$ cat src/mbd_pkg.sv
`timescale 1ns / 1ps
// ----------------------------------------------------------------------------
// mbd_pkg
// Shared constants, types and channel arithmetic for the 2x2 mip downsampler.
// ----------------------------------------------------------------------------
package mbd_pkg;

    localparam int MAX_OUT_WIDTH_DEF = 1024;
    localparam int FIFO_DEPTH_DEF    = 4;

    localparam int PIX_W     = 32;
    localparam int CNT_W     = 11;
    localparam int CH_W      = 8;
    localparam int CH_SUM_W  = 9;
    localparam int NUM_CH    = 4;
    localparam int PS_W      = NUM_CH * CH_SUM_W;
    localparam int CFG_IDX_W = 2;

    localparam logic [CFG_IDX_W-1:0] REG_OUT_WIDTH  = CFG_IDX_W'(0);
    localparam logic [CFG_IDX_W-1:0] REG_OUT_HEIGHT = CFG_IDX_W'(1);

    typedef enum logic {
        OP_STORE = 1'b0,
        OP_EMIT  = 1'b1
    } mbd_op_t;

    typedef struct packed {
        mbd_op_t op;
        logic    last;
    } mbd_ctl_t;

    function automatic logic [PS_W-1:0] pair_sums(input logic [PIX_W-1:0] p,
                                                  input logic [PIX_W-1:0] q);
        logic [PS_W-1:0] packed_sum;
        packed_sum = '0;
        for (int ch = 0; ch < NUM_CH; ch++) begin
            packed_sum[ch*CH_SUM_W +: CH_SUM_W] = {1'b0, p[ch*CH_W +: CH_W]}
                                                + {1'b0, q[ch*CH_W +: CH_W]};
        end
        return packed_sum;
    endfunction

    function automatic logic [PIX_W-1:0] quad_average(input logic [PS_W-1:0] lower,
                                                      input logic [PS_W-1:0] upper);
        logic [PIX_W-1:0]    res;
        logic [CH_SUM_W:0]   s;
        res = '0;
        for (int ch = 0; ch < NUM_CH; ch++) begin
            s = {1'b0, lower[ch*CH_SUM_W +: CH_SUM_W]}
              + {1'b0, upper[ch*CH_SUM_W +: CH_SUM_W]};
            res[ch*CH_W +: CH_W] = s[CH_SUM_W:2];
        end
        return res;
    endfunction

endpackage

$ cat src/mbd_fifo.sv
`timescale 1ns / 1ps
// ----------------------------------------------------------------------------
// mbd_fifo
// Short request queue between the pixel front end and the filter back end.
// ----------------------------------------------------------------------------
module mbd_fifo #(
    parameter int Depth = mbd_pkg::FIFO_DEPTH_DEF,
    parameter int DataW = 8
) (
    input  logic             aclk,
    input  logic             aresetn,
    input  logic             push,
    input  logic [DataW-1:0] push_data,
    output logic             full,
    input  logic             pop,
    output logic [DataW-1:0] pop_data,
    output logic             empty
);

    localparam int PtrW = (Depth > 1) ? $clog2(Depth) : 1;
    localparam int CntW = $clog2(Depth + 1);

    logic [DataW-1:0] entries_reg [Depth];
    logic [PtrW-1:0]  wr_ptr_reg, wr_ptr_next;
    logic [PtrW-1:0]  rd_ptr_reg, rd_ptr_next;
    logic [CntW-1:0]  count_reg, count_next;

    assign full     = (count_reg == CntW'(Depth));
    assign empty    = (count_reg == '0);
    assign pop_data = entries_reg[rd_ptr_reg];

    always_comb begin
        wr_ptr_next = wr_ptr_reg;
        rd_ptr_next = rd_ptr_reg;
        count_next  = count_reg;
        if (push) begin
            wr_ptr_next = (wr_ptr_reg == PtrW'(Depth - 1)) ? '0 : wr_ptr_reg + 1'b1;
        end
        if (pop) begin
            rd_ptr_next = (rd_ptr_reg == PtrW'(Depth - 1)) ? '0 : rd_ptr_reg + 1'b1;
        end
        if (push && !pop) begin
            count_next = count_reg + 1'b1;
        end else if (pop && !push) begin
            count_next = count_reg - 1'b1;
        end
    end

    always_ff @(posedge aclk) begin
        if (!aresetn) begin
            wr_ptr_reg <= '0;
            rd_ptr_reg <= '0;
            count_reg  <= '0;
        end else begin
            wr_ptr_reg <= wr_ptr_next;
            rd_ptr_reg <= rd_ptr_next;
            count_reg  <= count_next;
        end
    end

    always_ff @(posedge aclk) begin
        if (push) begin
            entries_reg[wr_ptr_reg] <= push_data;
        end
    end

`ifndef NO_ASSERTIONS
    a_no_overflow: assert property (@(posedge aclk) disable iff (!aresetn)
        push |-> !full)
        else $error("request pushed into a full queue");
    a_no_underflow: assert property (@(posedge aclk) disable iff (!aresetn)
        pop |-> !empty)
        else $error("request popped from an empty queue");
`endif

endmodule

$ cat config.mk
export PLATFORM = sky130hd
export DESIGN_NAME = mbd_fifo
export DESIGN_NICKNAME = d
export VERILOG_FILES = /design/src/mbd_pkg.sv /design/src/mbd_fifo.sv
export SDC_FILE = /design/constraint.sdc
export NUM_CORES = 1
export LEC_CHECK = 0
export ABC_CLOCK_PERIOD_IN_PS = 2200
export BUFFER_PORTS_ARGS = -buffer_cell sky130_fd_sc_hd__buf_2
export CAP_MARGIN = 10
export CORE_ASPECT_RATIO = 0.5
export CORE_MARGIN = 2
export CORE_UTILIZATION = 50
export DETAILED_ROUTE_END_ITERATION = 10
export PLACE_DENSITY = 0.71
export SYNTH_ARGS = -nofsm -noshare
export SYNTH_HDL_FRONTEND = slang
export SYNTH_SLANG_ARGS = --single-unit
$ cat constraint.sdc
create_clock -name aclk -period 2.2 [get_ports aclk]
set_input_delay 0 -clock aclk [delete_from_list [all_inputs] [get_ports aclk]]
set_output_delay 0 -clock aclk [all_outputs]
set_load 0.03 [all_outputs]
; Word level (Yosys, flattened, before mapping)
; Memories as Yosys holds them, arrays and structs flattened. A register that Yosys moved wholly into a read port is not among the register bits.
; Cells that the tools add are included.
[op_classes]
addsub = 4
n_mux = 8
eq_ne = 3
n_reduce_logical = 6
[op_table]
columns = op, count
row1 = two-way mux 2 bit, 4
row2 = two-way mux 3 bit, 2
row3 = "adder 2 x 1 -> 2 bit, second input constant", 2
row4 = "equality test 2 bit, second input constant", 2
row5 = "adder 3 x 1 -> 3 bit, second input constant", 1
row6 = "equality test 3 bit, second input constant", 1
row7 = zero test 3 bit, 1
row8 = "subtractor 3 x 1 -> 3 bit, second input constant", 1
row9 = logical AND 1 bit, 2
row10 = zero test 1 bit, 2
row11 = two-way mux 1 bit, 2
row12 = nonzero test 2 bit, 1
[totals]
in_bits = 12
mem_count = 1
output_inout_bits = 10
word_cells = 25
regBits = 7
ram_bits = 32
[memory_table]
columns = name, words, width, rd, rd_clocked_by_memory_dff, wr, line_no
row1 = entries_reg, 4, 8, 1, 1, 1, mbd_fifo.sv:23  ; logic [DataW-1:0] entries_reg [Depth];

; Depth between registers and ports, before layout
; Gate-level depths: netlist of the first run.
[depth]
depth_word = 4
mapped_depth = 7
depth_no_buf = 7

; Least setup slack after synthesis of the first run
; Ideal clock, no wire load.
[synth_timing]
path_kind = register to register
start = reg count_reg[0]
end = reg count_reg[2]
stages_incl_launch_ff = 5
setup_slack_ns = 0.807
required_ns = 2.130
synth_period_minus_slack_ns = 1.393
t_arrival_ns = 1.323
path_cell_list = dfxtp_1 fa_1 xor2_1 or3_1 a21boi_1
[synth_via]
elab_chain_cells = 3
word_cells_on_any_way = 4
classes_between = add/sub (2) / mux (2)
[synth_rtl]
columns = item, line_no
row1 = "start, declared", mbd_fifo.sv:26  ; logic [CntW-1:0] count_reg, count_next;
row2 = "start signal, assigned", mbd_fifo.sv:57  ; count_reg <= count_next;
row3 = subtractor 3 x 1 -> 3 bit, mbd_fifo.sv:45  ; count_next = count_reg - 1'b1;
row4 = two-way mux 3 bit, mbd_fifo.sv:44  ; end else if (pop && !push) begin
row5 = two-way mux 3 bit (*), mbd_fifo.sv:42  ; if (push && !pop) begin
; Every way passes the cells marked *; elsewhere a longest branch is shown, timed or not. The select of a mux whose other input is x is not followed.
; A chain may end at the register's enable or synchronous reset.

==> impl_metrics.py, run 1 <==
metrics = {
    "outcome": {
        "outcome": "finished, final reports clean",
    },
    "route": {
        "route.detailed.drc": 0,
        "drt_iter0_markers": 30,
        "wl_per_cell_um": 15.24,
        "finalWirelength_um": 2454,
        "route.met3.wl_um": 100,
        "drt-vias-per-instance": 5.043,
        "top_layer": "met4",
        "vias": 812,
        "wl_met2_um": 1238,
        "wl_met1_um": 1077,
        "ant_nets": 0,
        "drt-pass1-iter-count": 3,
    },
    "finish": {
        "syn2layout_area_growth_pct": 20.14,
        "drive_gt1_frac": 0.2893,
        "layout_common_cells": "edfxtp_1, buf_2, dfxtp_1, mux4_2, dlygate4sd3_1",
        "final_core_util": 0.6367,
        "final_common_cell": "edfxtp_1",
        "diodes": 0,
        "largest_reg_flops": 32,
        "nFillCells": 223,
        "layout.nets": 139,
    },
    "die": {
        "die_w_um": 84.38,
        "rows": 14,
        "fp.dieH_um": 44.19,
        "core-area_um2": 3048,
        "io_pins": 22,
        "initial_utilization": 0.5300,
        "die_area_um2": 3729,
    },
    "critical_path": {
        "crit_type": "register to output pin",
        "worstPathArrival_ns": 1.73,
        "critPathMaxFanout": 8,
        "start_kind": "register",
        "cp-end-kind": "output pin",
        "crit_required_ns": 2.20,
    },
    "global_route": {
        "grt_pass1_wl_um": 4071,
        "grt-ovfl-total": 0,
        "antenna_found_initial": 0,
        "grt_pass1_vias": 843,
        "grt_start_max_net_pins": 13,
        "track_usage": 0.1533,
    },
    "synthesis": {
        "synth_area_um2": 1615,
        "yosysSeqAreaShare": 0.7064,
        "yosysWarnings": 0,
        "synth-seq-cells": 41,
        "synth_area_per_cell_um2": 18.78,
        "ys_types": 20,
        "syn_nets": 105,
        "synthCells": 86,
    },
    "min_path": {
        "worstHoldPathType": "input port to register",
    },
    "timing": {
        "min_period_ns": 1.729,
        "slew_viol_final": 0,
        "fmax_mhz": 578.4,
        "slew_headroom": 0.6283,
        "finalSetupTns_ns": 0,
        "finalSetupViolations": 0,
        "finalClockSkew_ns": 0.002769,
        "finalCritPeriodShare": 0.7859,
        "hold_violations": 0,
        "worst_slew_pin_slew_ns": 0.5568,
        "holdWs_ns": 0.002715,
        "rsz0062_at_grt": "no",
    },
    "clock_tree": {
        "cts_tree": "done",
        "cts_made_buffers": 5,
        "clock_path_buffers": 2,
        "cts.sinks": 41,
        "clk_root_buffer_cell": "clkbuf_8",
        "post_cts_buffers": 0,
        "ctsResizeCount": 0,
        "clock_latency_ns": 0.28,
        "clkTransAtPathRegs_ns": 0.07,
        "h-tree-depth": 2,
    },
    "place": {
        "dp_hpwl_um": 1729,
        "place.gp.congestion": 0.6942,
        "io_buffers": 21,
    },
    "pwr": {
        "finalPower_uw": 1714,
        "p_per_area_nw_per_um2": 883.4,
        "cellLeakagePower_uw": 0.0007183,
        "vdd_drop_max_v": 0.0004219,
    },
    "job": {
        "maxCapViolations": 0,
    },
}
## worst paths after layout
kind / startpoint / end / slack (ns) / cells past startpoint
max: register / pop_data[0] / 0.47 / 2
min: aresetn / count_reg[0]$_SDFFE_PN0P_ / 0.003 / 2
max reg2reg: count_reg[0]$_SDFFE_PN0P_ / count_reg[2]$_SDFFE_PN0P_ / 0.69 / 4
min reg2reg: count_reg[2]$_SDFFE_PN0P_ / count_reg[2]$_SDFFE_PN0P_ / 0.52 / 2
## cell usage after synthesis
library cell	n	area share
edfxtp_1	32	0.59
dfxtp_1	9	0.11
mux4_2	8	0.11
ha_1	6	0.046
and2_1	5	0.019
nor2b_1	5	0.019
inv_1	4	0.0093
mux2i_1	4	0.025
nor3_1	2	0.0062
a21boi_1	1	0.0046
buf_6	1	0.0070
clkbuf_2	1	0.0031
fa_1	1	0.012
nor2_1	1	0.0023
nor3b_1	1	0.0046
o21a_1	1	0.0046
o21ai_0	1	0.0031
or3_1	1	0.0039
xnor2_1	1	0.0054
xor2_1	1	0.0054
## critical path, stage by stage (launching register included)
cell and delay (ns):
dfxtp_1 0.67, mux4_2 0.58, buf_2 0.19
## timing repair
item                                    4_1_cts  5_1_grt
hold buffers                                  8        0
endpoints found under the hold margin        32        0
endpoints found under the setup margin        0        0
## cell type report
cell class	instances	area (µm²)	area share
Clock buffer	6	72.57	0.03740
Clock inverter	2	33.78	0.01741
Inverter	4	15.01	0.007737
Multi-Input combinational cell	39	442.9	0.2282
Sequential cell	41	1141	0.5880
Tap cell	40	50.05	0.02579
Timing Repair Buffer	29	185.2	0.09542
## power breakdown
group          switching, µW  leakage (µW)  internal, µW  total (µW)
combinational            127      0.000297           100         227
sequential              35.7      0.000368           881         917
clock                    236     0.0000528           335         570
## metrics by stage
stage | worst slack, ns | cell area, µm² | std cells
2_1_floorplan | 0.8072 | 1615 | 86
3_5_place_dp | 0.6786 | 1754 | 145
4_1_cts | 0.4254 | 1941 | 161
3_3_place_gp | 0.7904 | 1754 | 145
5_1_grt | 0.3644 | 1941 | 161
6_report | 0.4711 | 1941 | 161
## logic make-up (layout without fill, tap and decap cells)
kind of cell             count (synthesis)  after routing  synth area share
buffers and inverters                    6             41           0.01936
flip-flops                              41             41            0.7064
XOR/XNOR                                 2              2           0.01085
multiplexers                            12             12            0.1363
AND/OR/NAND/NOR                         15             15           0.05577
adder cells (fa/ha/maj)                  7              7           0.05887
AO/OA/AOI/OAI                            3              3           0.01239
## metal layers
metal | global-route usage | up-vias
li1 | - | 392
met1 | 0.1797 | 399
met2 | 0.2651 | 16
met3 | 0.05037 | 5
met4 | 0.07619 | 0
met5 | 0 | -
No activity file was read; power rests on OpenSTA's default activity.
==> inputs of run 2 (changes only) <==
--- a/config.mk
+++ b/config.mk
@@ -5,7 +5,7 @@
 export SDC_FILE = /design/constraint.sdc
 export NUM_CORES = 1
 export LEC_CHECK = 0
-export ABC_CLOCK_PERIOD_IN_PS = 2200
+export ABC_CLOCK_PERIOD_IN_PS = 1700
 export BUFFER_PORTS_ARGS = -buffer_cell sky130_fd_sc_hd__buf_2
 export CAP_MARGIN = 10
 export CORE_ASPECT_RATIO = 0.5
==> constraint.sdc (replaced) <==
create_clock -name aclk -period 1.7 [get_ports aclk]
set_input_delay 0 -clock aclk [delete_from_list [all_inputs] [get_ports aclk]]
set_output_delay 0 -clock aclk [all_outputs]
set_load 0.03 [all_outputs]
==> run 2 against run 1 <==
  * Core utilization shrank 0.29 points
  * Sequential cell count is the same
  * Clock-buffer cell count grew 2
  * Clock skew fell by 0.0013 ns
  * Combinational power increased by 36%
  * Total power up 23%
  * Die area unchanged
  * Final area is 0.45% lower
  * Wire length is 5.3% higher
==> impl_metrics.py, run 2 (same netlist as run 1, synthesis figures left out) <==
metrics = {
    "finish": {
        "largest_reg_flops": 32,
        "instances_no_fill": 162,
        "layout.nets": 140,
        "final_common_cell": "edfxtp_1",
        "stdcell_area_um2": 1932,
        "layout_common_cells": "edfxtp_1, buf_2, dfxtp_1, mux4_2, dlygate4sd3_1",
        "syn2layout_area_growth_pct": 19.60,
        "diodes": 0,
        "drive_gt1_frac": 0.2951,
    },
    "critical_path": {
        "setup.worst_path.start": "count_reg[0]$_SDFFE_PN0P_",
        "crit_required_ns": 1.90,
        "worstPathArrival_ns": 1.77,
        "reg2reg_to": "count_reg[2]$_SDFFE_PN0P_",
        "regToRegSetupSlack_ns": 0.13,
        "cp-end-kind": "register",
        "critPathMaxFanout": 4,
        "reg2reg_depth": 4,
        "crit_type": "register to register",
        "r2r_start": "count_reg[0]$_SDFFE_PN0P_",
        "start_kind": "register",
    },
    "global_route": {
        "grt-ovfl-total": 0,
        "antenna_found_initial": 0,
        "grt_pass1_wl_um": 4167,
        "grt_pass1_vias": 873,
        "track_usage": 0.1594,
        "grt_start_max_net_pins": 13,
    },
    "route": {
        "drt_iter0_markers": 23,
        "vias": 825,
        "route.detailed.drc": 0,
        "ant_nets": 0,
        "drt-vias-per-instance": 5.093,
        "wl_per_cell_um": 15.95,
        "drt-pass1-iter-count": 4,
        "finalWirelength_um": 2584,
    },
    "die": {
        "fp.dieH_um": 44.19,
        "initial_utilization": 0.5300,
        "die_w_um": 84.38,
        "rows": 14,
        "io_pins": 22,
        "core-area_um2": 3048,
        "die_area_um2": 3729,
    },
    "clock_tree": {
        "cts_made_buffers": 5,
        "clk_root_buffer_cell": "clkbuf_8",
        "clock_latency_ns": 0.28,
        "clkTransAtPathRegs_ns": 0.07,
        "post_cts_buffers": 0,
        "h-tree-depth": 2,
        "cts_tree": "done",
        "clock_path_buffers": 2,
        "cts.sinks": 41,
    },
    "pwr": {
        "cellLeakagePower_uw": 0.0007161,
        "p_per_area_nw_per_um2": 1095,
        "vdd_drop_max_v": 0.0005408,
    },
    "job": {
        "maxCapViolations": 0,
    },
    "timing": {
        "slew_viol_final": 0,
        "rsz0062_at_grt": "no",
        "finalCritPeriodShare": 0.9212,
        "finalSetupTns_ns": 0,
        "finalSetupViolations": 0,
        "fmax_mhz": 638.6,
        "slew_headroom": 0.7096,
        "holdWs_ns": 0.02007,
        "worst_slew_pin_slew_ns": 0.4357,
        "hold_violations": 0,
        "min_period_ns": 1.566,
        "finalClockSkew_ns": 0.001505,
    },
    "min_path": {
        "worstHoldPathType": "input port to register",
        "hold_depth": 2,
        "whs_endpoint": "rd_ptr_reg[0]$_SDFFE_PN0P_",
        "min_from": "aresetn",
    },
    "place": {
        "placed_cell_area_um2": 1762,
        "place.gp.congestion": 0.7144,
        "io_buffers": 21,
        "dpl.cell_count": 146,
        "dp_hpwl_um": 1825,
    },
    "outcome": {
        "outcome": "finished, final reports clean",
    },
}
run 2: timing repair:
action,CTS,global route
endpoints found under the hold margin,32,0
endpoints found under the setup margin,0,0
hold buffers,8,0
resized for setup,0,0
run 2: layer usage:
metal | GRT usage | vias to the layer above | part of all wire
li1 | - | 396 | -
met1 | 0.1853 | 416 | 0.42
met2 | 0.2889 | 13 | 0.54
met3 | 0.05224 | 0 | 0.039
met4 | 0.05714 | 0 | 0
met5 | 0 | - | 0
run 2: report_power, final:
group / leakage, µW / total [µW] / internal (µW) / switching [µW]
Clock: 0.0000455 / 630 / 331 / 299
Sequential: 0.000368 / 1180 / 1140 / 37.4
Combinational: 0.000302 / 308 / 132 / 176
Total: 0.000716 / 2120 / 1600 / 512
run 2: through the flow:
| stage | worst slack, ns | util | total power [µW] |
|---|---|---|---|
| floorplan | 0.3072 | - | 1404 |
| global placement | 0.2859 | 0.5780 | 1472 |
| detailed placement | 0.07156 | 0.5780 | 1500 |
| CTS | 0.1153 | 0.6338 | 2133 |
| global route | 0.08889 | 0.6338 | 2206 |
| finish | 0.1340 | 0.6338 | 2116 |
run 2: how the worst max path moves through the flow:
stage	endpoint	cells after the start
after global routing	count_reg[2]$_SDFFE_PN0P_	4
after global placement	count_reg[2]$_SDFFE_PN0P_	8
after floorplan	count_reg[2]$_SDFFE_PN0P_	4
final	count_reg[2]$_SDFFE_PN0P_	4
after CTS	count_reg[2]$_SDFFE_PN0P_	4
after detailed placement	count_reg[2]$_SDFFE_PN0P_	8
run 2: worst max-delay path: stages (launching register included):
cell	delay, ns
dfxtp_1	0.36
fa_1	0.46
xor2_1	0.16
or3_1	0.33
a21boi_1	0.18
run 2: area by class of cell:
| type | count | area [µm²] |
|---|---|---|
| Clock buffer | 8 | 90.09 |
| Fill cell | 233 | 1116 |
| Inverter | 4 | 15.01 |
| Multi-Input combinational cell | 39 | 442.9 |
| Sequential cell | 41 | 1141 |
| Tap cell | 40 | 50.05 |
| Timing Repair Buffer | 30 | 192.7 |
