File: config.mk
export PLATFORM = sky130hd
export DESIGN_NAME = mbd_front
export DESIGN_NICKNAME = d
export VERILOG_FILES = /design/src/mbd_pkg.sv /design/src/mbd_front.sv
export SDC_FILE = /design/constraint.sdc
export NUM_CORES = 1
export LEC_CHECK = 0
export ABC_AREA = 1
export BUFFER_PORTS_ARGS = -buffer_cell sky130_fd_sc_hd__buf_2
export CORE_UTILIZATION = 39
export DETAILED_ROUTE_END_ITERATION = 8
export PLACE_DENSITY = 0.71
export SETUP_SLACK_MARGIN = 0.02
export SLEW_MARGIN = 10
export SYNTH_ARGS = -nofsm -noshare
export SYNTH_HDL_FRONTEND = slang
export SYNTH_SLANG_ARGS = --single-unit
File: constraint.sdc
create_clock -name aclk -period 8.1 [get_ports aclk]
set_input_delay 1.62 -clock aclk [delete_from_list [all_inputs] [get_ports aclk]]
set_output_delay 1.62 -clock aclk [all_outputs]
set_load 0.03 [all_outputs]
File: src/mbd_pkg.sv
`timescale 1ns / 1ps
// ----------------------------------------------------------------------------
// mbd_pkg
// Shared constants, types and channel arithmetic for the 2x2 mip downsampler.
// ----------------------------------------------------------------------------
package mbd_pkg;

    localparam int MAX_OUT_WIDTH_DEF = 1024;
    localparam int FIFO_DEPTH_DEF    = 4;

    localparam int PIX_W     = 32;
    localparam int CNT_W     = 11;
    localparam int CH_W      = 8;
    localparam int CH_SUM_W  = 9;
    localparam int NUM_CH    = 4;
    localparam int PS_W      = NUM_CH * CH_SUM_W;
    localparam int CFG_IDX_W = 2;

    localparam logic [CFG_IDX_W-1:0] REG_OUT_WIDTH  = CFG_IDX_W'(0);
    localparam logic [CFG_IDX_W-1:0] REG_OUT_HEIGHT = CFG_IDX_W'(1);

    typedef enum logic {
        OP_STORE = 1'b0,
        OP_EMIT  = 1'b1
    } mbd_op_t;

    typedef struct packed {
        mbd_op_t op;
        logic    last;
    } mbd_ctl_t;

    function automatic logic [PS_W-1:0] pair_sums(input logic [PIX_W-1:0] p,
                                                  input logic [PIX_W-1:0] q);
        logic [PS_W-1:0] packed_sum;
        packed_sum = '0;
        for (int ch = 0; ch < NUM_CH; ch++) begin
            packed_sum[ch*CH_SUM_W +: CH_SUM_W] = {1'b0, p[ch*CH_W +: CH_W]}
                                                + {1'b0, q[ch*CH_W +: CH_W]};
        end
        return packed_sum;
    endfunction

    function automatic logic [PIX_W-1:0] quad_average(input logic [PS_W-1:0] lower,
                                                      input logic [PS_W-1:0] upper);
        logic [PIX_W-1:0]    res;
        logic [CH_SUM_W:0]   s;
        res = '0;
        for (int ch = 0; ch < NUM_CH; ch++) begin
            s = {1'b0, lower[ch*CH_SUM_W +: CH_SUM_W]}
              + {1'b0, upper[ch*CH_SUM_W +: CH_SUM_W]};
            res[ch*CH_W +: CH_W] = s[CH_SUM_W:2];
        end
        return res;
    endfunction

endpackage

File: src/mbd_front.sv
`timescale 1ns / 1ps
// ----------------------------------------------------------------------------
// mbd_front
// Accepts source pixels, tracks the square position and issues pair-sum requests.
// ----------------------------------------------------------------------------
module mbd_front #(
    parameter int MaxOutWidth = mbd_pkg::MAX_OUT_WIDTH_DEF,
    parameter int AddrW       = 10
) (
    input  logic                           aclk,
    input  logic                           aresetn,
    input  logic                           cfg_wr,
    input  logic [mbd_pkg::CFG_IDX_W-1:0]  cfg_index,
    input  logic [mbd_pkg::CNT_W-1:0]      cfg_data,
    input  logic                           s_tvalid,
    output logic                           s_tready,
    input  logic [mbd_pkg::PIX_W-1:0]      s_tdata,
    output logic                           push,
    output mbd_pkg::mbd_ctl_t              push_ctl,
    output logic [AddrW-1:0]               push_idx,
    output logic [mbd_pkg::PS_W-1:0]       push_ps,
    input  logic                           queue_full
);

    logic [mbd_pkg::CNT_W-1:0] out_width_reg, out_width_next;
    logic [mbd_pkg::CNT_W-1:0] out_height_reg, out_height_next;
    logic [mbd_pkg::CNT_W-1:0] col_count_reg, col_count_next;
    logic [mbd_pkg::CNT_W-1:0] row_count_reg, row_count_next;
    logic [mbd_pkg::PIX_W-1:0] held_pixel_reg, held_pixel_next;
    logic                      col_phase_reg, col_phase_next;
    logic                      row_phase_reg, row_phase_next;

    logic [mbd_pkg::CNT_W-1:0] eff_w;
    logic [mbd_pkg::CNT_W-1:0] eff_h;
    logic                      accept;
    logic                      col_last;
    logic                      row_last;

    always_comb begin
        eff_w = out_width_reg;
        if (eff_w == '0) begin
            eff_w = mbd_pkg::CNT_W'(1);
        end
        if (int'(eff_w) > MaxOutWidth) begin
            eff_w = mbd_pkg::CNT_W'(MaxOutWidth);
        end
        eff_h = (out_height_reg == '0) ? mbd_pkg::CNT_W'(1) : out_height_reg;
    end

    assign s_tready = !queue_full && !cfg_wr;
    assign accept   = s_tvalid && s_tready;
    assign col_last = ({1'b0, col_count_reg} + 12'd1) >= {1'b0, eff_w};
    assign row_last = ({1'b0, row_count_reg} + 12'd1) >= {1'b0, eff_h};

    assign push          = accept && col_phase_reg;
    assign push_ctl.op   = row_phase_reg ? mbd_pkg::OP_EMIT : mbd_pkg::OP_STORE;
    assign push_ctl.last = col_last && row_last;
    assign push_idx      = AddrW'(col_count_reg);
    assign push_ps       = mbd_pkg::pair_sums(held_pixel_reg, s_tdata);

    always_comb begin
        out_width_next  = out_width_reg;
        out_height_next = out_height_reg;
        col_count_next  = col_count_reg;
        row_count_next  = row_count_reg;
        held_pixel_next = held_pixel_reg;
        col_phase_next  = col_phase_reg;
        row_phase_next  = row_phase_reg;
        if (cfg_wr) begin
            if (cfg_index == mbd_pkg::REG_OUT_WIDTH) begin
                out_width_next = cfg_data;
            end
            if (cfg_index == mbd_pkg::REG_OUT_HEIGHT) begin
                out_height_next = cfg_data;
            end
            col_count_next  = '0;
            row_count_next  = '0;
            held_pixel_next = '0;
            col_phase_next  = 1'b0;
            row_phase_next  = 1'b0;
        end else if (accept) begin
            if (!col_phase_reg) begin
                held_pixel_next = s_tdata;
                col_phase_next  = 1'b1;
            end else begin
                col_phase_next = 1'b0;
                if (col_last) begin
                    col_count_next = '0;
                    if (!row_phase_reg) begin
                        row_phase_next = 1'b1;
                    end else begin
                        row_phase_next = 1'b0;
                        row_count_next = row_last ? '0 : row_count_reg + 1'b1;
                    end
                end else begin
                    col_count_next = col_count_reg + 1'b1;
                end
            end
        end
    end

    always_ff @(posedge aclk) begin
        if (!aresetn) begin
            out_width_reg  <= mbd_pkg::CNT_W'(1);
            out_height_reg <= mbd_pkg::CNT_W'(1);
            col_count_reg  <= '0;
            row_count_reg  <= '0;
            held_pixel_reg <= '0;
            col_phase_reg  <= 1'b0;
            row_phase_reg  <= 1'b0;
        end else begin
            out_width_reg  <= out_width_next;
            out_height_reg <= out_height_next;
            col_count_reg  <= col_count_next;
            row_count_reg  <= row_count_next;
            held_pixel_reg <= held_pixel_next;
            col_phase_reg  <= col_phase_next;
            row_phase_reg  <= row_phase_next;
        end
    end

`ifndef NO_ASSERTIONS
    a_col_in_range: assert property (@(posedge aclk) disable iff (!aresetn)
        col_count_reg < eff_w)
        else $error("column position beyond the output width");
`endif

endmodule

# [Word-level counts from Yosys, hierarchy flattened]
# Cells that the tools add are included.
[word_totals] ff_bits=78 latch_bits=0 ramBits=0 mem_bits_ro=0 inputBits=50 output_inout_bits=50 mem_count=0
[op_classes] n_addsub=8 mul=0 div_mod_pow=0 magnitude_cmp=3 eq_ne=1 shift=0 mux=8 bitwise_logic=2 reduce_logical=16
[ops] op="$mux W11" count=5
[ops] op="$add A8 B8 Y9" count=4
[ops] op="$add A11 B1 Y12 const B" count=2
[ops] op="$ge A12 B11 Y1" count=2
[ops] op="$add A11 B1 Y11 const B" count=2
[ops] op="$logic_not A11 Y1" count=2
[ops] op="$gt A11 B11 Y1 const B" count=1
[ops] op="$reduce_and A2 Y1" count=4
[ops] op="$logic_and A1 B1 Y1" count=4
[ops] op="$reduce_and A4 Y1" count=1
[ops] op="$mux W1" count=3
[ops] op="$reduce_and A3 Y1" count=1
[ops] op="$eq A2 B1 Y1 const B" count=1
[ops] op="$logic_not A1 Y1" count=2
[ops] op="$logic_not A2 Y1" count=1
[ops] op="$not A1 Y1" count=2
[ops] op="$reduce_or A2 Y1" count=1

# [Logic depth before layout (Yosys ltp)]
# Gate-level depths: netlist of run 1.
[depth] depth_word=6 ltp_mapped=19 mapped_depth_nobuf=18

# [Worst setup path after synthesis of run 1]
# No wires, ideal clock.
[synth_path] kind="input -> output" from="input port s_tdata[0] (netlist name)" to="output port push_ps[8] (netlist name)" t_arrival_ns=3.226 required_time_ns=6.480 slack_ns=3.254 stages=10 n_path_buf=0 path_cell_list="ha_1 -> inv_1 -> fa_1 -> o21ai_0 -> nand2_1 -> nand2_1 -> a21oi_1 -> inv_1 -> a21oi_1 -> o21bai_1"
[synth_between] elab_chain_cells=1
[synth_lines] element="from (decl)" line_no="mbd_front.sv:17" rtl="input logic [mbd_pkg::PIX_W-1:0] s_tdata,"
[synth_lines] element="$add A8 B8 Y9" line_no="mbd_pkg.sv:38" rtl="+ {1'b0, q[ch*CH_W +: CH_W]};"
[synth_lines] element="to (decl)" line_no="mbd_front.sv:21" rtl="output logic [mbd_pkg::PS_W-1:0] push_ps,"
# Every way passes these cells.

# [Final worst setup path of run 1]
# Same ends and word-level chain as after synthesis.

==> results of run 1 <==
-- critical path: cells and delay by family --
family / cells / cell delay [ns]
buffers and inverters: 4 / 0.41
AO/OA/AOI/OAI: 4 / 0.58
adder cells (fa/ha/maj): 2 / 0.56
AND/OR/NAND/NOR: 2 / 0.16
-- power breakdown --
group / switching (W) / internal [W] / leakage [nW]
registers: 0.00000567 / 0.000393 / 0.633
logic: 0.000118 / 0.0000577 / 2.26
clock network: 0.000178 / 0.000243 / 0.148
total: 0.000301 / 0.000694 / 3.04
-- cell families after synthesis --
logic type / count (synthesis) / share of synthesized area, %
AND/OR/NAND/NOR: 249 / 20.2
buffers and inverters: 166 / 13.2
AO/OA/AOI/OAI: 164 / 16.2
flip-flops: 78 / 29.5
adder cells (fa/ha/maj): 60 / 14.8
XOR/XNOR: 37 / 6.13
-- layer usage --
| layer | vias to the layer above | wire length (um) | GRT usage, % |
|---|---|---|---|
| met2 | 90 | 4860 | 26.9 |
| met5 | - | 13 | 0 |
| li1 | 2560 | - | - |
| met3 | 15 | 696 | 5.84 |
| met4 | 2 | 163 | 5.85 |
| met1 | 2075 | 5730 | 22.2 |
-- metrics by stage --
step	instances	hold WS [ns]
final	1015	0.450
after global routing	1015	0.469
after CTS	1015	0.452
after detailed placement	999	0.443
after global placement	999	0.436
after floorplan	754	0.427
-- final cells by class --
type	count	area [um2]
well taps	176	220
inverters	135	507
clock buffers	9	225
clock inverters	7	80.1
multi-input cells	510	3040
repair buffers	100	503
fillers	1427	7110
flip-flops and latches	78	1560
-- cells in the mapped netlist (all sizes together) (7+ instances only) --
cell type / count / area share, %
a21oi: 82 / 7.8
buf: 16 / 2.4
clkbuf: 15 / 1.3
dfxtp: 78 / 30
ha: 56 / 13
inv: 135 / 9.6
nand2: 126 / 9.0
nand3: 22 / 2.8
nand4: 9 / 1.1
nor2: 86 / 6.7
o21ai: 69 / 6.5
xnor2: 7 / 1.2
xor2: 30 / 5.0
-- how the worst min path moves through the flow --
stage	start	endpoint	slack, ns	cells past startpoint
floorplan	held_pixel_reg[0]	held_pixel_reg[0]	0.43	2
global placement	held_pixel_reg[2]	held_pixel_reg[2]	0.44	2
detailed placement	held_pixel_reg[15]	held_pixel_reg[15]	0.44	2
CTS	held_pixel_reg[15]	held_pixel_reg[15]	0.45	2
global route	held_pixel_reg[12]	held_pixel_reg[12]	0.47	2
finish	held_pixel_reg[24]	held_pixel_reg[24]	0.45	2
==> results_dict.tcl, run 1 <==
set metrics [dict create \
    min_path_type "flop to flop" \
    first_iter_violations 175 \
    critical_path_class "input pin to primary output" \
    p_leak_nw 3.04 \
    ys_types 32 \
    grt_pass1_wl_um 19500 \
    dp_hpwl_um 8670 \
    r2r_setup_slack_ns 5.25 \
    fin_tns_setup_ns 0 \
    antenna_left 0 \
    async_reset_ff_share_pct 0 \
    drive_gt1_share_pct 15.7 \
    clk_path_buf_depth 2 \
    portBuffers 99 \
    firstDrtPassIters 6 \
    initial_core_util_pct 39.9 \
    rr_startpoint "col_count_reg[0]" \
    syn_inst 754 \
    io_pins 100 \
    finalSetupViolCount 0 \
    cts_root_buf "clkbuf_16" \
    routed_wl_um 11500 \
    p_total_w 0.000995 \
    grt_max_degree 65 \
    hold_viol 0 \
    cp.required_ns 6.48 \
    end_kind "primary output" \
    slew_viol_final 0 \
    wl_per_cell_um 11.3 \
    grt_overflow_total 0 \
    route.detailed.drc 0 \
    finish.instance_area_um2 6130 \
    ys_dominant_reg_cell "dfxtp_1" \
    path_clk_slew_ns 0.06 \
    crit_path_start "s_tdata[0]" \
    max_freq_mhz 202 \
    final_util_pct 46.3 \
    pre_cts_slack_ns 3.13 \
    peakVddDrop_uv 114 \
    die_y_um 118 \
    dieArea_um2 14000 \
    grt_use_total_pct 17.2 \
    worst_ep_arrival_time_ns 3.34 \
    ctsResizeCount 0 \
    synth-edff-count 0 \
    insertedDiodeCount 0 \
    final.min_clock_period_ns 4.96 \
    relSlewSlack_pct 29.0 \
    cts_tree "yes" \
    place.gp.congestion 0.812 \
    syn_nets 864 \
    final_cell_mix "134 x inv_1, 125 x nand2_1, 99 x buf_2" \
    post-cts-setup-buffer-count 0 \
    viasPerCell 4.67 \
    yosys_warnings 0 \
    grt_pass1_vias 4406 \
    ys_seq_area_share_pct 29.5 \
    cp_cell_sequence "buf_2, ha_1, inv_1, fa_1, o21ai_0, nand2_1, nand2_1, a21oi_1, inv_1, a21oi_1, o21bai_1, buf_2" \
    synthToLayoutAreaGrowth_pct 16.0 \
    die_w_um 118 \
    cp_slowest_cell "fa_1" \
    postPlaceCellArea_um2 5830 \
    largest_reg_flops 32 \
    cts_sinks 78 \
    worstMarginPinSlew_ns 1.06 \
    avgSynthCellArea_um2 7.02 \
    r2r_cells 16 \
    cp-start-kind "input pin" \
    cts-htree-levels 3 \
    core_um2 13200 \
    hold_buffers 0 \
    clock_latency_ns 0.35 \
    rsz0062_at_grt "false" \
    status "complete, no violations" \
    cap_violations 0 \
    antenna_found_initial 1 \
    critPathMaxStageDelay_ns 0.40 \
    powerDensity_nw_per_um2 162 \
    crit_end "push_ps[8]" \
    rows 42 \
    skew_ns 0.0105 \
    fin_ws_ns 3.14 \
    min_period_over_period_pct 61.2 \
    worstPathMaxFanout 2 \
    synth_seq_cells 78 \
    synthesis.area_um2 5290 \
    via_count 4742 \
    reg2reg_to "row_count_reg[5]" \
    final_common_cell "inv_1" \
    numCtsBuffers 9 \
    nNetsFinal 944 \
]
Power figures use the tool's default switching activity.
==> run 2, diff against run 1 <==
--- a/config.mk
+++ b/config.mk
@@ -9,7 +9,7 @@
 export BUFFER_PORTS_ARGS = -buffer_cell sky130_fd_sc_hd__buf_2
 export CORE_UTILIZATION = 39
 export DETAILED_ROUTE_END_ITERATION = 8
-export PLACE_DENSITY = 0.71
+export PLACE_DENSITY = 0.73
 export SETUP_SLACK_MARGIN = 0.02
 export SLEW_MARGIN = 10
 export SYNTH_ARGS = -nofsm -noshare
==> constraint.sdc (replaced) <==
create_clock -name aclk -period 4.35 [get_ports aclk]
set_input_delay 0.87 -clock aclk [delete_from_list [all_inputs] [get_ports aclk]]
set_output_delay 0.87 -clock aclk [all_outputs]
set_load 0.03 [all_outputs]
==> run 2 against run 1 <==
Net effect:
- critical endpoint is now push_ctl[0]
- global-route usage is 0.054 points lower
- highest routed layer is now met4
- clock skew is 0.0014 ns lower
- utilization is 0.11 points higher
==> results_dict.tcl, run 2 (synthesis results as in run 1) <==
set metrics [dict create \
    status "complete, no violations" \
    peakVddDrop_uv 211 \
    die_w_um 118 \
    p_leak_nw 3.05 \
    max_freq_mhz 261 \
    nNetsFinal 946 \
    synthToLayoutAreaGrowth_pct 16.2 \
    end_kind "primary output" \
    insertedDiodeCount 0 \
    cp.required_ns 3.48 \
    numCtsBuffers 9 \
    ctsResizeCount 0 \
    powerDensity_nw_per_um2 302 \
    fin_ws_ns 0.517 \
    die_y_um 118 \
    critical_path_class "flop to primary output" \
    path_clk_slew_ns 0.06 \
    io_pins 100 \
    initial_core_util_pct 39.9 \
    core_um2 13200 \
    cts-htree-levels 3 \
    worst_hold_slack_ns 0.449 \
    final_common_cell "inv_1" \
    grt_pass1_vias 4316 \
    antenna_found_initial 0 \
    fin_tns_setup_ns 0 \
    via_count 4798 \
    fillerInstances 1416 \
    first_iter_violations 220 \
    largest_reg_flops 32 \
    route.detailed.drc 0 \
    skew_ns 0.00908 \
    final_cell_mix "134 x inv_1, 125 x nand2_1, 99 x buf_2" \
    viasPerCell 4.72 \
    cap_violations 0 \
    place.gp.congestion 0.818 \
    grt_max_degree 65 \
    slew_viol_final 0 \
    post-cts-setup-buffer-count 0 \
    grt_use_total_pct 17.2 \
    dp_hpwl_um 8670 \
    cts_sinks 78 \
    wl_per_cell_um 11.2 \
    min_period_over_period_pct 88.1 \
    relSlewSlack_pct 62.1 \
    final.min_clock_period_ns 3.83 \
    portBuffers 99 \
    worstPathMaxFanout 7 \
    hold_viol 0 \
    hold_buffers 0 \
    cts_tree "yes" \
    cts_root_buf "clkbuf_16" \
    cp-start-kind "flop" \
    drive_gt1_share_pct 15.9 \
    clk_path_buf_depth 2 \
    pre_cts_slack_ns 0.891 \
    antenna_left 0 \
    worstMarginPinSlew_ns 0.569 \
    rows 42 \
    dieArea_um2 14000 \
    clock_latency_ns 0.35 \
    routed_wl_um 11400 \
    firstDrtPassIters 4 \
    worst_ep_arrival_time_ns 2.96 \
    grt_pass1_wl_um 19400 \
    grt_overflow_total 0 \
    rsz0062_at_grt "false" \
    min_path_type "flop to flop" \
    finalSetupViolCount 0 \
]
[run 2: cell types whose count changed in the layout (fill, tap and decap cells not counted)]
cell   before  now
buf_4       1    3
[run 2: metal layers]
layer / up-vias / part of all wire [%] / GRT usage, %
li1: 2556 / - / -
met1: 2112 / 48 / 21.7
met3: 14 / 6.4 / 5.65
met5: - / 0 / 0
met4: 0 / 1.6 / 5.14
met2: 116 / 44 / 27.8
[run 2: area by class of cell]
| class | count | area (um2) | area share, % |
|---|---|---|---|
| Multi-Input combinational cell | 510 | 3040 | 49.4 |
| Sequential cell | 78 | 1560 | 25.4 |
| Timing Repair Buffer | 102 | 518 | 8.42 |
| Inverter | 135 | 507 | 8.24 |
| Clock buffer | 9 | 225 | 3.66 |
| Tap cell | 176 | 220 | 3.58 |
| Clock inverter | 7 | 80.1 | 1.30 |
[run 2: power by group]
group          leakage (nW)  total, W  internal [W]  switching, W
clock                 0.148  0.000786      0.000452      0.000334
sequential            0.633  0.000742      0.000732     0.0000106
combinational          2.27  0.000329      0.000108      0.000220
total                  3.05   0.00186       0.00129      0.000564
[run 2: worst max-delay path, cell delays in order, from the launching register on]
cell and delay, ns:
dfxtp_1 0.46, ha_1 0.22, nand2_1 0.07, inv_1 0.10, nand2_1 0.06, nor2_1 0.16
nand4_1 0.12, xor2_1 0.24, ha_1 0.30, a21oi_1 0.15, nand2_1 0.06, nor2_1 0.16
nand3_4 0.17, nand2_1 0.13, inv_1 0.04, buf_2 0.17
[run 2: path summary, 6_finish.rpt]
| path | endpoint | from | cells past startpoint | slack (ns) |
|---|---|---|---|---|
| worst max-delay path | push_ctl[0] | col_count_reg[0] | 15 | 0.52 |
| worst min-delay path | held_pixel_reg[0] | held_pixel_reg[0] | 2 | 0.45 |
| worst min register to register | held_pixel_reg[0] | held_pixel_reg[0] | 2 | 0.45 |
| worst max register to register | row_count_reg[4] | col_count_reg[0] | 16 | 1.54 |
[run 2: through the flow]
stage / power (W) / utilization, % / std cells / instance area, um2
floorplan: 0.000995 / - / 754 / 5290
global placement: 0.00108 / 44.1 / 1001 / 5840
detailed placement: 0.00109 / 44.1 / 1001 / 5840
finish: 0.00186 / 46.4 / 1017 / 6150
CTS: 0.00188 / 46.4 / 1017 / 6150
global route: 0.00195 / 46.4 / 1017 / 6150
